File: src/suart_pkg.sv
package suart_pkg;

  typedef enum logic [1:0] {
    FUNC_TICK = 2'd0,
    FUNC_PUSH = 2'd1,
    FUNC_POP  = 2'd2
  } func_e;

  typedef enum logic [1:0] {
    STATUS_OK    = 2'd0,
    STATUS_FULL  = 2'd1,
    STATUS_EMPTY = 2'd2
  } status_e;

  typedef enum logic [2:0] {
    TX_END   = 3'd0,
    TX_DELAY = 3'd1,
    TX_START = 3'd2,
    TX_DATA  = 3'd3,
    TX_STOP  = 3'd4
  } tx_phase_e;

  typedef enum logic [1:0] {
    RX_WAIT = 2'd0,
    RX_DATA = 2'd1,
    RX_STOP = 2'd2
  } rx_phase_e;

  localparam logic [2:0] BitTicks      = 3'd4;
  localparam logic [2:0] TxStopTicks   = 3'd3;
  localparam logic [2:0] RxFirstTicks  = 3'd5;
  localparam logic [2:0] RxStopTicks   = 3'd1;
  localparam logic [3:0] DataBits      = 4'd8;

  typedef struct packed {
    logic [1:0] func;
    logic       rx_line;
    logic [7:0] tx_byte;
  } in_item_t;

  typedef struct packed {
    logic       tx_line;
    logic [7:0] rx_byte;
    logic [1:0] status;
    logic [4:0] rx_level;
    logic [4:0] tx_level;
    logic       tx_has_room;
  } out_item_t;

  typedef struct packed {
    logic       push;
    logic       pop;
    logic [7:0] data;
  } fifo_req_t;

  typedef struct packed {
    logic tick;
    logic start;
    logic active;
  } tx_ctrl_t;

endpackage

File: src/soft_uart_oversampled_txrx.sv
// channel | direction | handshake             | payload
// in      | input     | in_valid_i / in_stall_o | in_data_i (func, rx_line, tx_byte)
// out     | output    | out_valid_o / out_stall_i | out_data_o (line, byte, status, levels)
// one word in, one word out; a new word is taken every cycle unless a stall on the output holds it
// a word passes the input register, then the fifo/fsm update into the result register
// fifo head words sit in registered memory read ports addressed by the next head
// reset clears all control state; fifo contents are not cleared
// a stall on the output holds the result and, once the input register is full, the input
module soft_uart_oversampled_txrx #(
  parameter int unsigned FIFO_DEPTH = 16
) (
  input  logic                 clk_i,
  input  logic                 rst_ni,
  input  logic                 in_valid_i,
  output logic                 in_stall_o,
  input  suart_pkg::in_item_t  in_data_i,
  output logic                 out_valid_o,
  input  logic                 out_stall_i,
  output suart_pkg::out_item_t out_data_o
);

  localparam int unsigned CW = $clog2(FIFO_DEPTH + 1);

  logic                 in_valid_q, in_valid_d;
  suart_pkg::in_item_t  in_q;
  logic                 out_valid_q, out_valid_d;
  suart_pkg::out_item_t out_q, out_d;

  logic out_free, fire, accept;
  logic is_tick, is_push, is_pop;
  logic push_ok, pop_ok, tx_full;

  suart_pkg::fifo_req_t tx_req, rx_req;
  suart_pkg::tx_ctrl_t  tx_ctrl;
  logic [7:0]    tx_head, rx_head;
  logic [CW-1:0] tx_count, tx_count_next, rx_count, rx_count_next;
  logic          tx_line, tx_pop;
  logic          rx_push;
  logic [7:0]    rx_word;

  assign out_free   = !out_valid_q || !out_stall_i;
  assign fire       = in_valid_q && out_free;
  assign in_stall_o = in_valid_q && !out_free;
  assign accept     = in_valid_i && !in_stall_o;

  assign is_tick = fire && (in_q.func == suart_pkg::FUNC_TICK);
  assign is_push = fire && (in_q.func == suart_pkg::FUNC_PUSH);
  assign is_pop  = fire && (in_q.func == suart_pkg::FUNC_POP);

  assign tx_full = (tx_count == CW'(FIFO_DEPTH));
  assign push_ok = is_push && !tx_full;
  assign pop_ok  = is_pop && (rx_count != '0);

  assign tx_ctrl.tick   = is_tick;
  assign tx_ctrl.start  = push_ok && (tx_count == '0);
  assign tx_ctrl.active = (tx_count != '0);

  assign tx_req.push = push_ok;
  assign tx_req.pop  = tx_pop;
  assign tx_req.data = in_q.tx_byte;

  assign rx_req.push = rx_push;
  assign rx_req.pop  = pop_ok;
  assign rx_req.data = rx_word;

  suart_fifo #(.DEPTH(FIFO_DEPTH)) u_tx_fifo (
    .clk_i        (clk_i),
    .rst_ni       (rst_ni),
    .req_i        (tx_req),
    .head_o       (tx_head),
    .count_o      (tx_count),
    .count_next_o (tx_count_next)
  );

  suart_fifo #(.DEPTH(FIFO_DEPTH)) u_rx_fifo (
    .clk_i        (clk_i),
    .rst_ni       (rst_ni),
    .req_i        (rx_req),
    .head_o       (rx_head),
    .count_o      (rx_count),
    .count_next_o (rx_count_next)
  );

  suart_tx u_tx (
    .clk_i       (clk_i),
    .rst_ni      (rst_ni),
    .ctrl_i      (tx_ctrl),
    .head_byte_i (tx_head),
    .line_o      (tx_line),
    .pop_o       (tx_pop)
  );

  suart_rx u_rx (
    .clk_i  (clk_i),
    .rst_ni (rst_ni),
    .tick_i (is_tick),
    .line_i (in_q.rx_line),
    .full_i (rx_count == CW'(FIFO_DEPTH)),
    .push_o (rx_push),
    .byte_o (rx_word)
  );

  always_comb begin
    out_d             = out_q;
    out_d.tx_line     = tx_line;
    out_d.rx_byte     = pop_ok ? rx_head : 8'd0;
    out_d.status      = suart_pkg::STATUS_OK;
    if (is_push && tx_full) begin
      out_d.status = suart_pkg::STATUS_FULL;
    end else if (is_pop && !pop_ok) begin
      out_d.status = suart_pkg::STATUS_EMPTY;
    end
    out_d.rx_level    = 5'(rx_count_next);
    out_d.tx_level    = 5'(tx_count_next);
    out_d.tx_has_room = (tx_count_next != CW'(FIFO_DEPTH));
  end

  always_comb begin
    in_valid_d = in_valid_q;
    if (accept) begin
      in_valid_d = 1'b1;
    end else if (fire) begin
      in_valid_d = 1'b0;
    end
    out_valid_d = out_valid_q;
    if (fire) begin
      out_valid_d = 1'b1;
    end else if (!out_stall_i) begin
      out_valid_d = 1'b0;
    end
  end

  always_ff @(posedge clk_i or negedge rst_ni) begin
    if (!rst_ni) begin
      in_valid_q  <= 1'b0;
      out_valid_q <= 1'b0;
    end else begin
      in_valid_q  <= in_valid_d;
      out_valid_q <= out_valid_d;
    end
  end

  always_ff @(posedge clk_i) begin
    if (accept) begin
      in_q <= in_data_i;
    end
    if (fire) begin
      out_q <= out_d;
    end
  end

  assign out_valid_o = out_valid_q;
  assign out_data_o  = out_q;

endmodule

File: src/suart_fifo.sv
module suart_fifo #(
  parameter int unsigned DEPTH = 16,
  localparam int unsigned AW = $clog2(DEPTH),
  localparam int unsigned CW = $clog2(DEPTH + 1)
) (
  input  logic                clk_i,
  input  logic                rst_ni,
  input  suart_pkg::fifo_req_t req_i,
  output logic [7:0]          head_o,
  output logic [CW-1:0]       count_o,
  output logic [CW-1:0]       count_next_o
);

  logic [7:0]    mem_q [DEPTH];
  logic [7:0]    rdata_q;
  logic [AW-1:0] head_q, head_d;
  logic [CW-1:0] count_q, count_d;
  logic [CW:0]   wr_sum;
  logic [AW-1:0] wr_addr;

  // write slot is head plus count, wrapped once
  always_comb begin
    wr_sum = (CW+1)'(head_q) + (CW+1)'(count_q);
    if (wr_sum >= (CW+1)'(DEPTH)) begin
      wr_addr = AW'(wr_sum - (CW+1)'(DEPTH));
    end else begin
      wr_addr = AW'(wr_sum);
    end
  end

  always_comb begin
    head_d = head_q;
    if (req_i.pop) begin
      head_d = (head_q == AW'(DEPTH - 1)) ? '0 : head_q + AW'(1);
    end
    count_d = count_q + CW'(req_i.push) - CW'(req_i.pop);
  end

  always_ff @(posedge clk_i or negedge rst_ni) begin
    if (!rst_ni) begin
      head_q  <= '0;
      count_q <= '0;
    end else begin
      head_q  <= head_d;
      count_q <= count_d;
    end
  end

  // read port follows the next head, so the registered word is always the current head
  always_ff @(posedge clk_i) begin
    if (req_i.push) begin
      mem_q[wr_addr] <= req_i.data;
    end
    if (req_i.push && (wr_addr == head_d)) begin
      rdata_q <= req_i.data;
    end else begin
      rdata_q <= mem_q[head_d];
    end
  end

  assign head_o       = rdata_q;
  assign count_o      = count_q;
  assign count_next_o = count_d;

endmodule

File: src/suart_tx.sv
module suart_tx (
  input  logic               clk_i,
  input  logic               rst_ni,
  input  suart_pkg::tx_ctrl_t ctrl_i,
  input  logic [7:0]         head_byte_i,
  output logic               line_o,
  output logic               pop_o
);

  suart_pkg::tx_phase_e phase_q, phase_d;
  logic [2:0] tick_q, tick_d;
  logic [3:0] bit_q, bit_d;
  logic       line_q, line_d;
  logic [2:0] tick_dec;

  assign tick_dec = tick_q - 3'd1;

  always_comb begin
    phase_d = phase_q;
    tick_d  = tick_q;
    bit_d   = bit_q;
    line_d  = line_q;
    pop_o   = 1'b0;
    if (ctrl_i.start) begin
      // first word into an empty queue: idle delay before the start bit
      tick_d  = suart_pkg::BitTicks;
      phase_d = suart_pkg::TX_DELAY;
    end else if (ctrl_i.tick && ctrl_i.active) begin
      unique case (phase_q)
        suart_pkg::TX_DELAY: begin
          tick_d = tick_dec;
          if (tick_dec != 3'd0) begin
            line_d = 1'b1;
          end else begin
            tick_d  = suart_pkg::BitTicks;
            phase_d = suart_pkg::TX_START;
          end
        end
        suart_pkg::TX_START: begin
          tick_d = tick_dec;
          if (tick_dec != 3'd0) begin
            line_d = 1'b0;
          end else begin
            bit_d   = '0;
            tick_d  = suart_pkg::BitTicks;
            phase_d = suart_pkg::TX_DATA;
          end
        end
        suart_pkg::TX_DATA: begin
          tick_d = tick_dec;
          if (tick_dec != 3'd0) begin
            if (bit_q < suart_pkg::DataBits) begin
              line_d = head_byte_i[bit_q[2:0]];
            end else begin
              line_d  = 1'b1;
              tick_d  = suart_pkg::TxStopTicks;
              phase_d = suart_pkg::TX_STOP;
            end
          end else begin
            bit_d  = bit_q + 4'd1;
            tick_d = suart_pkg::BitTicks;
          end
        end
        suart_pkg::TX_STOP: begin
          tick_d = tick_dec;
          if (tick_dec != 3'd0) begin
            line_d = 1'b1;
          end else begin
            pop_o   = 1'b1;
            tick_d  = suart_pkg::BitTicks;
            phase_d = suart_pkg::TX_START;
          end
        end
        default: begin
          phase_d = phase_q;
        end
      endcase
    end
  end

  always_ff @(posedge clk_i or negedge rst_ni) begin
    if (!rst_ni) begin
      phase_q <= suart_pkg::TX_END;
      tick_q  <= '0;
      bit_q   <= '0;
      line_q  <= 1'b1;
    end else begin
      phase_q <= phase_d;
      tick_q  <= tick_d;
      bit_q   <= bit_d;
      line_q  <= line_d;
    end
  end

  assign line_o = line_d;

endmodule

File: src/suart_rx.sv
module suart_rx (
  input  logic       clk_i,
  input  logic       rst_ni,
  input  logic       tick_i,
  input  logic       line_i,
  input  logic       full_i,
  output logic       push_o,
  output logic [7:0] byte_o
);

  suart_pkg::rx_phase_e phase_q, phase_d;
  logic [2:0] tick_q, tick_d;
  logic [3:0] bit_q, bit_d;
  logic [7:0] shift_q, shift_d;
  logic [2:0] tick_dec;

  assign tick_dec = tick_q - 3'd1;

  always_comb begin
    phase_d = phase_q;
    tick_d  = tick_q;
    bit_d   = bit_q;
    shift_d = shift_q;
    push_o  = 1'b0;
    if (tick_i) begin
      unique case (phase_q)
        suart_pkg::RX_WAIT: begin
          if (!line_i) begin
            bit_d   = '0;
            shift_d = '0;
            tick_d  = suart_pkg::RxFirstTicks;
            phase_d = suart_pkg::RX_DATA;
          end
        end
        suart_pkg::RX_DATA: begin
          tick_d = tick_dec;
          if (tick_dec == 3'd0) begin
            if (line_i && (bit_q < suart_pkg::DataBits)) begin
              shift_d[bit_q[2:0]] = 1'b1;
            end
            bit_d = bit_q + 4'd1;
            // ninth sample is the stop-side slot and is thrown away
            if (bit_d > suart_pkg::DataBits) begin
              tick_d  = suart_pkg::RxStopTicks;
              phase_d = suart_pkg::RX_STOP;
            end else begin
              tick_d = suart_pkg::BitTicks;
            end
          end
        end
        suart_pkg::RX_STOP: begin
          tick_d = tick_dec;
          if (tick_dec == 3'd0) begin
            push_o  = line_i && !full_i;
            phase_d = suart_pkg::RX_WAIT;
          end
        end
        default: begin
          phase_d = suart_pkg::RX_WAIT;
        end
      endcase
    end
  end

  always_ff @(posedge clk_i or negedge rst_ni) begin
    if (!rst_ni) begin
      phase_q <= suart_pkg::RX_WAIT;
      tick_q  <= '0;
      bit_q   <= '0;
      shift_q <= '0;
    end else begin
      phase_q <= phase_d;
      tick_q  <= tick_d;
      bit_q   <= bit_d;
      shift_q <= shift_d;
    end
  end

  assign byte_o = shift_q;

endmodule

File: config.mk
export PLATFORM = sky130hd
export DESIGN_NAME = soft_uart_oversampled_txrx
export DESIGN_NICKNAME = d
export VERILOG_FILES = /design/src/suart_pkg.sv /design/src/soft_uart_oversampled_txrx.sv /design/src/suart_fifo.sv /design/src/suart_tx.sv /design/src/suart_rx.sv
export SDC_FILE = /design/constraint.sdc
export NUM_CORES = 1
export LEC_CHECK = 0
export BUFFER_PORTS_ARGS = -buffer_cell sky130_fd_sc_hd__buf_2
export CORE_UTILIZATION = 55
export CTS_CLUSTER_DIAMETER = 60
export DETAILED_ROUTE_END_ITERATION = 6
export GPL_TIMING_DRIVEN = 0
export PLACE_DENSITY = 0.68
export RECOVER_POWER = 100
export SLEW_MARGIN = 10
export SYNTH_ARGS = -nofsm -noshare
export SYNTH_HDL_FRONTEND = slang
export SYNTH_SLANG_ARGS = --single-unit
File: constraint.sdc
create_clock -name clk_i -period 4.1 [get_ports clk_i]
set_clock_uncertainty 0.2 [all_clocks]
set_input_delay 0.205 -clock clk_i [delete_from_list [all_inputs] [get_ports clk_i]]
set_output_delay 0.205 -clock clk_i [all_outputs]
set_load 0.02 [all_outputs]
==> impl_metrics.ini <==
[clock_tree]
clk_transition_reported_paths_ns = 0.06
htree_levels = 2
cts_tree = done
cts_sinks = 345
clk_latency_ns = 0.53
post-cts-setup-buffers = 0
root_buffer = clkbuf_16
numCtsBuffers = 36
cts_buffer_depth = 3

[pwr]
power.internal_mw = 6.596
net-switching-power_mw = 2.741
sw_frac_of_total_pct = 29.36
p_leak_nw = 5.655
seqPwrFrac_pct = 47.2
ir_drop_v = 0.0004323
power_density_mw_per_mm2 = 585.2
finalPower_mw = 9.337
combPwrFrac_pct = 21.1
clkPwrFrac_pct = 31.7

[synthesis]
synth_edf_count = 289
synthMuxAreaShare_pct = 12.39
synth_cells = 814
yosysSeqAreaShare_pct = 70.85
syn_nets = 863
dominantRegCellSynth = edfxtp_1
yosysWarningCount = 0
synth_top_family_by_area = multiplexers
yosys_register_bits = 345
synth-compound-area-share_pct = 4.812
synthDistinctLibCells = 62
synthesis.area_mm2 = 0.01417
synthXorXnorAreaFrac_pct = 1.421
synth-async-reset-ratio_pct = 13.91
syn_avg_cell_area_um2 = 17.41
synthSimpleGateAreaFrac_pct = 5.491
synth_fa_ha_area_share_pct = 3.214

[critical_path]
r2r-start = out_valid_o
critPathMaxStageDelay_ns = 0.79
cp_cell_sequence = a21bo_1 -> clkinvlp_4 -> nand3b_1 -> nor2b_1 -> or3b_2 -> nor2_1
slowest_stage = nor2_1
worstSetupEndpoint = u_tx_fifo.mem_q[6][7]
r2r_setup_slack_ns = 0.48
cp_max_fo = 23
arrival_ns = 3.54
crit_start = out_valid_o
crit_required_ns = 4.02
cp_num_cells = 6
r2r_end = u_tx_fifo.mem_q[6][7]
end_kind = register
path_class = register to register
crit_family = simple AND/OR/NAND/NOR gates
cp-start-kind = register
reg2reg_depth = 6
worst-path-buf-inv = 1

[placed_design]
globalplace.congestion = 0.8610
place_area_mm2 = 0.01478
io_buffers = 38
dpl.hpwl_um = 18010

[route]
detail_route.first_pass.iterations = 5
vias = 7427
drt_first_iter_violations = 644
antenna_left = 0
drc = 0
avgRoutedWirePerCell_um = 22.00
vias_per_cell = 5.894
routed_wirelength_um = 27720

[floorplan]
fp.dieH_um = 162.5
dieWidth_um = 162.5
core_mm2 = 0.02525
start_util_pct = 56.12
pin_count = 39
die-area_mm2 = 0.02641
rows = 58

[layout]
ff_latch_area_mm2 = 0.01004
multi_input_area_mm2 = 0.003870
layout_commonest_cell = edfxtp_1
layout-drive-gt1-share_pct = 14.73
layout_common_cells = 289 x edfxtp_1, 64 x nor2_1, 55 x mux4_2, 53 x clkbuf_1, 47 x dfrtp_1
nNetsFinal = 954
fin_util_pct = 63.18
n_antenna_cell = 0
syn2layout_area_growth_pct = 12.59
final.fill_count = 1787
final_area_mm2 = 0.01596

[timing]
relSlewSlack_pct = -81.01
rsz0062_at_grt = no
hold_viol = 0
worst_slew_pin_slew_ns = 2.715
drv_slew = 49
max_freq_mhz = 276.6
min_period_over_period_pct = 88.19
setup_violations = 0
fin_crit_ns = 3.616
fin_tns_setup_ns = 0

[grt]
grtUsageTotal_pct = 22.14
grt_max_degree = 49
first_global_vias = 7812
grt_pass1_wl_um = 43490
antenna_found_initial = 0
grt.overflow.total = 0

[run]
cap_violations = 1

[min_path]
hold_path_class = input port to register
hold_start = in_data_i[1]

[outcome]
violations = capacitance limit, slew limit
status = finished, violations left
[routing by layer]
metal | vias to the layer above | GRT usage, % | wire [µm]
met5 | - | 0 | 0
met1 | 3761 | 29.40 | 11600
met3 | 47 | 3.718 | 1535
met2 | 243 | 37.49 | 13980
met4 | 0 | 7.118 | 611
li1 | 3376 | - | -
[how the worst min path moves through the flow]
| stage | endpoint | cells after the start |
|---|---|---|
| global placement | in_q[3] | 1 |
| global route | in_q[1] | 2 |
| floorplan | in_valid_q | 0 |
| finish | in_q[1] | 2 |
| CTS | in_q[1] | 2 |
| detailed placement | in_q[1] | 1 |
[power groups by stage]
stage          Clock (mW)  Combinational (mW)  Sequential (mW)
4_1_cts              3.02                2.00             4.40
6_report             2.96                1.97             4.40
2_1_floorplan           0                1.45             4.46
3_5_place_dp            0                1.98             4.47
5_1_grt              3.15                2.18             4.44
3_3_place_gp            0                1.91             4.45
[per-stage QoR]
stage	instances	hold slack (ns)	setup WS [ns]
detailed placement	1182	0.1840	0.05601
floorplan	814	-0.2906	0.8186
global placement	1182	0.1845	0.1971
global route	1260	0.1705	0.1279
finish	1260	0.1783	0.4843
CTS	1260	0.1623	0.05169
[timing repair]
action | CTS | global route
gates resized for setup | 0 | 3
endpoints found under the setup margin | 0 | 33
hold buffers | 15 | 0
endpoints found under the hold margin | 60 | 0
[Yosys cell counts, types with 9 or more instances]
master	count	area [µm²]
clkbuf_1	15	56.30
ha_1	30	375.4
nand2_1	38	142.6
nor2_1	65	244.0
o21ai_0	17	85.08
nand3_1	9	45.04
edfxtp_1	289	8678
dfrtp_1	47	1176
a211oi_1	18	135.1
inv_1	30	112.6
nor2b_1	16	100.1
mux4_1	12	315.3
a21o_1	9	67.56
mux4_2	55	1239
mux2i_1	19	190.2
xnor2_1	16	140.1
a21oi_1	27	135.1
[registers in the layout, summed over array words and instances, names as in the netlist, named ones only]
name and count:
u_tx.line_q 1, u_rx.phase_q 2, u_rx_fifo.head_q 4, u_tx.phase_q 3, out_data_o 22, u_tx.bit_q 4
u_tx.tick_q 3, in_q 11, u_rx_fifo.count_o 5, u_rx.tick_q 3, u_rx.bit_q 4, u_tx_fifo.head_q 4
u_tx_fifo.count_o 5, out_valid_o 1, u_rx_fifo.mem_q 128, in_valid_q 1, u_tx_fifo.mem_q 128, u_rx.byte_o 8
[cell type report]
class | count | share of cell area, %
Tap cell | 330 | 2.588
Clock inverter | 16 | 0.6430
Inverter | 30 | 0.7292
Sequential cell | 345 | 62.93
Buffer | 30 | 0.8939
Clock buffer | 47 | 6.030
Timing Repair Buffer | 53 | 1.937
Multi-Input combinational cell | 409 | 24.25
[cell families after synthesis]
group | Yosys count
AO/OA/AOI/OAI | 103
XOR/XNOR | 23
adder cells (fa/ha/maj) | 34
buffers and inverters | 60
flip-flops | 345
multiplexers | 87
AND/OR/NAND/NOR | 162
Note: power is estimated with default switching activity, not from simulation.
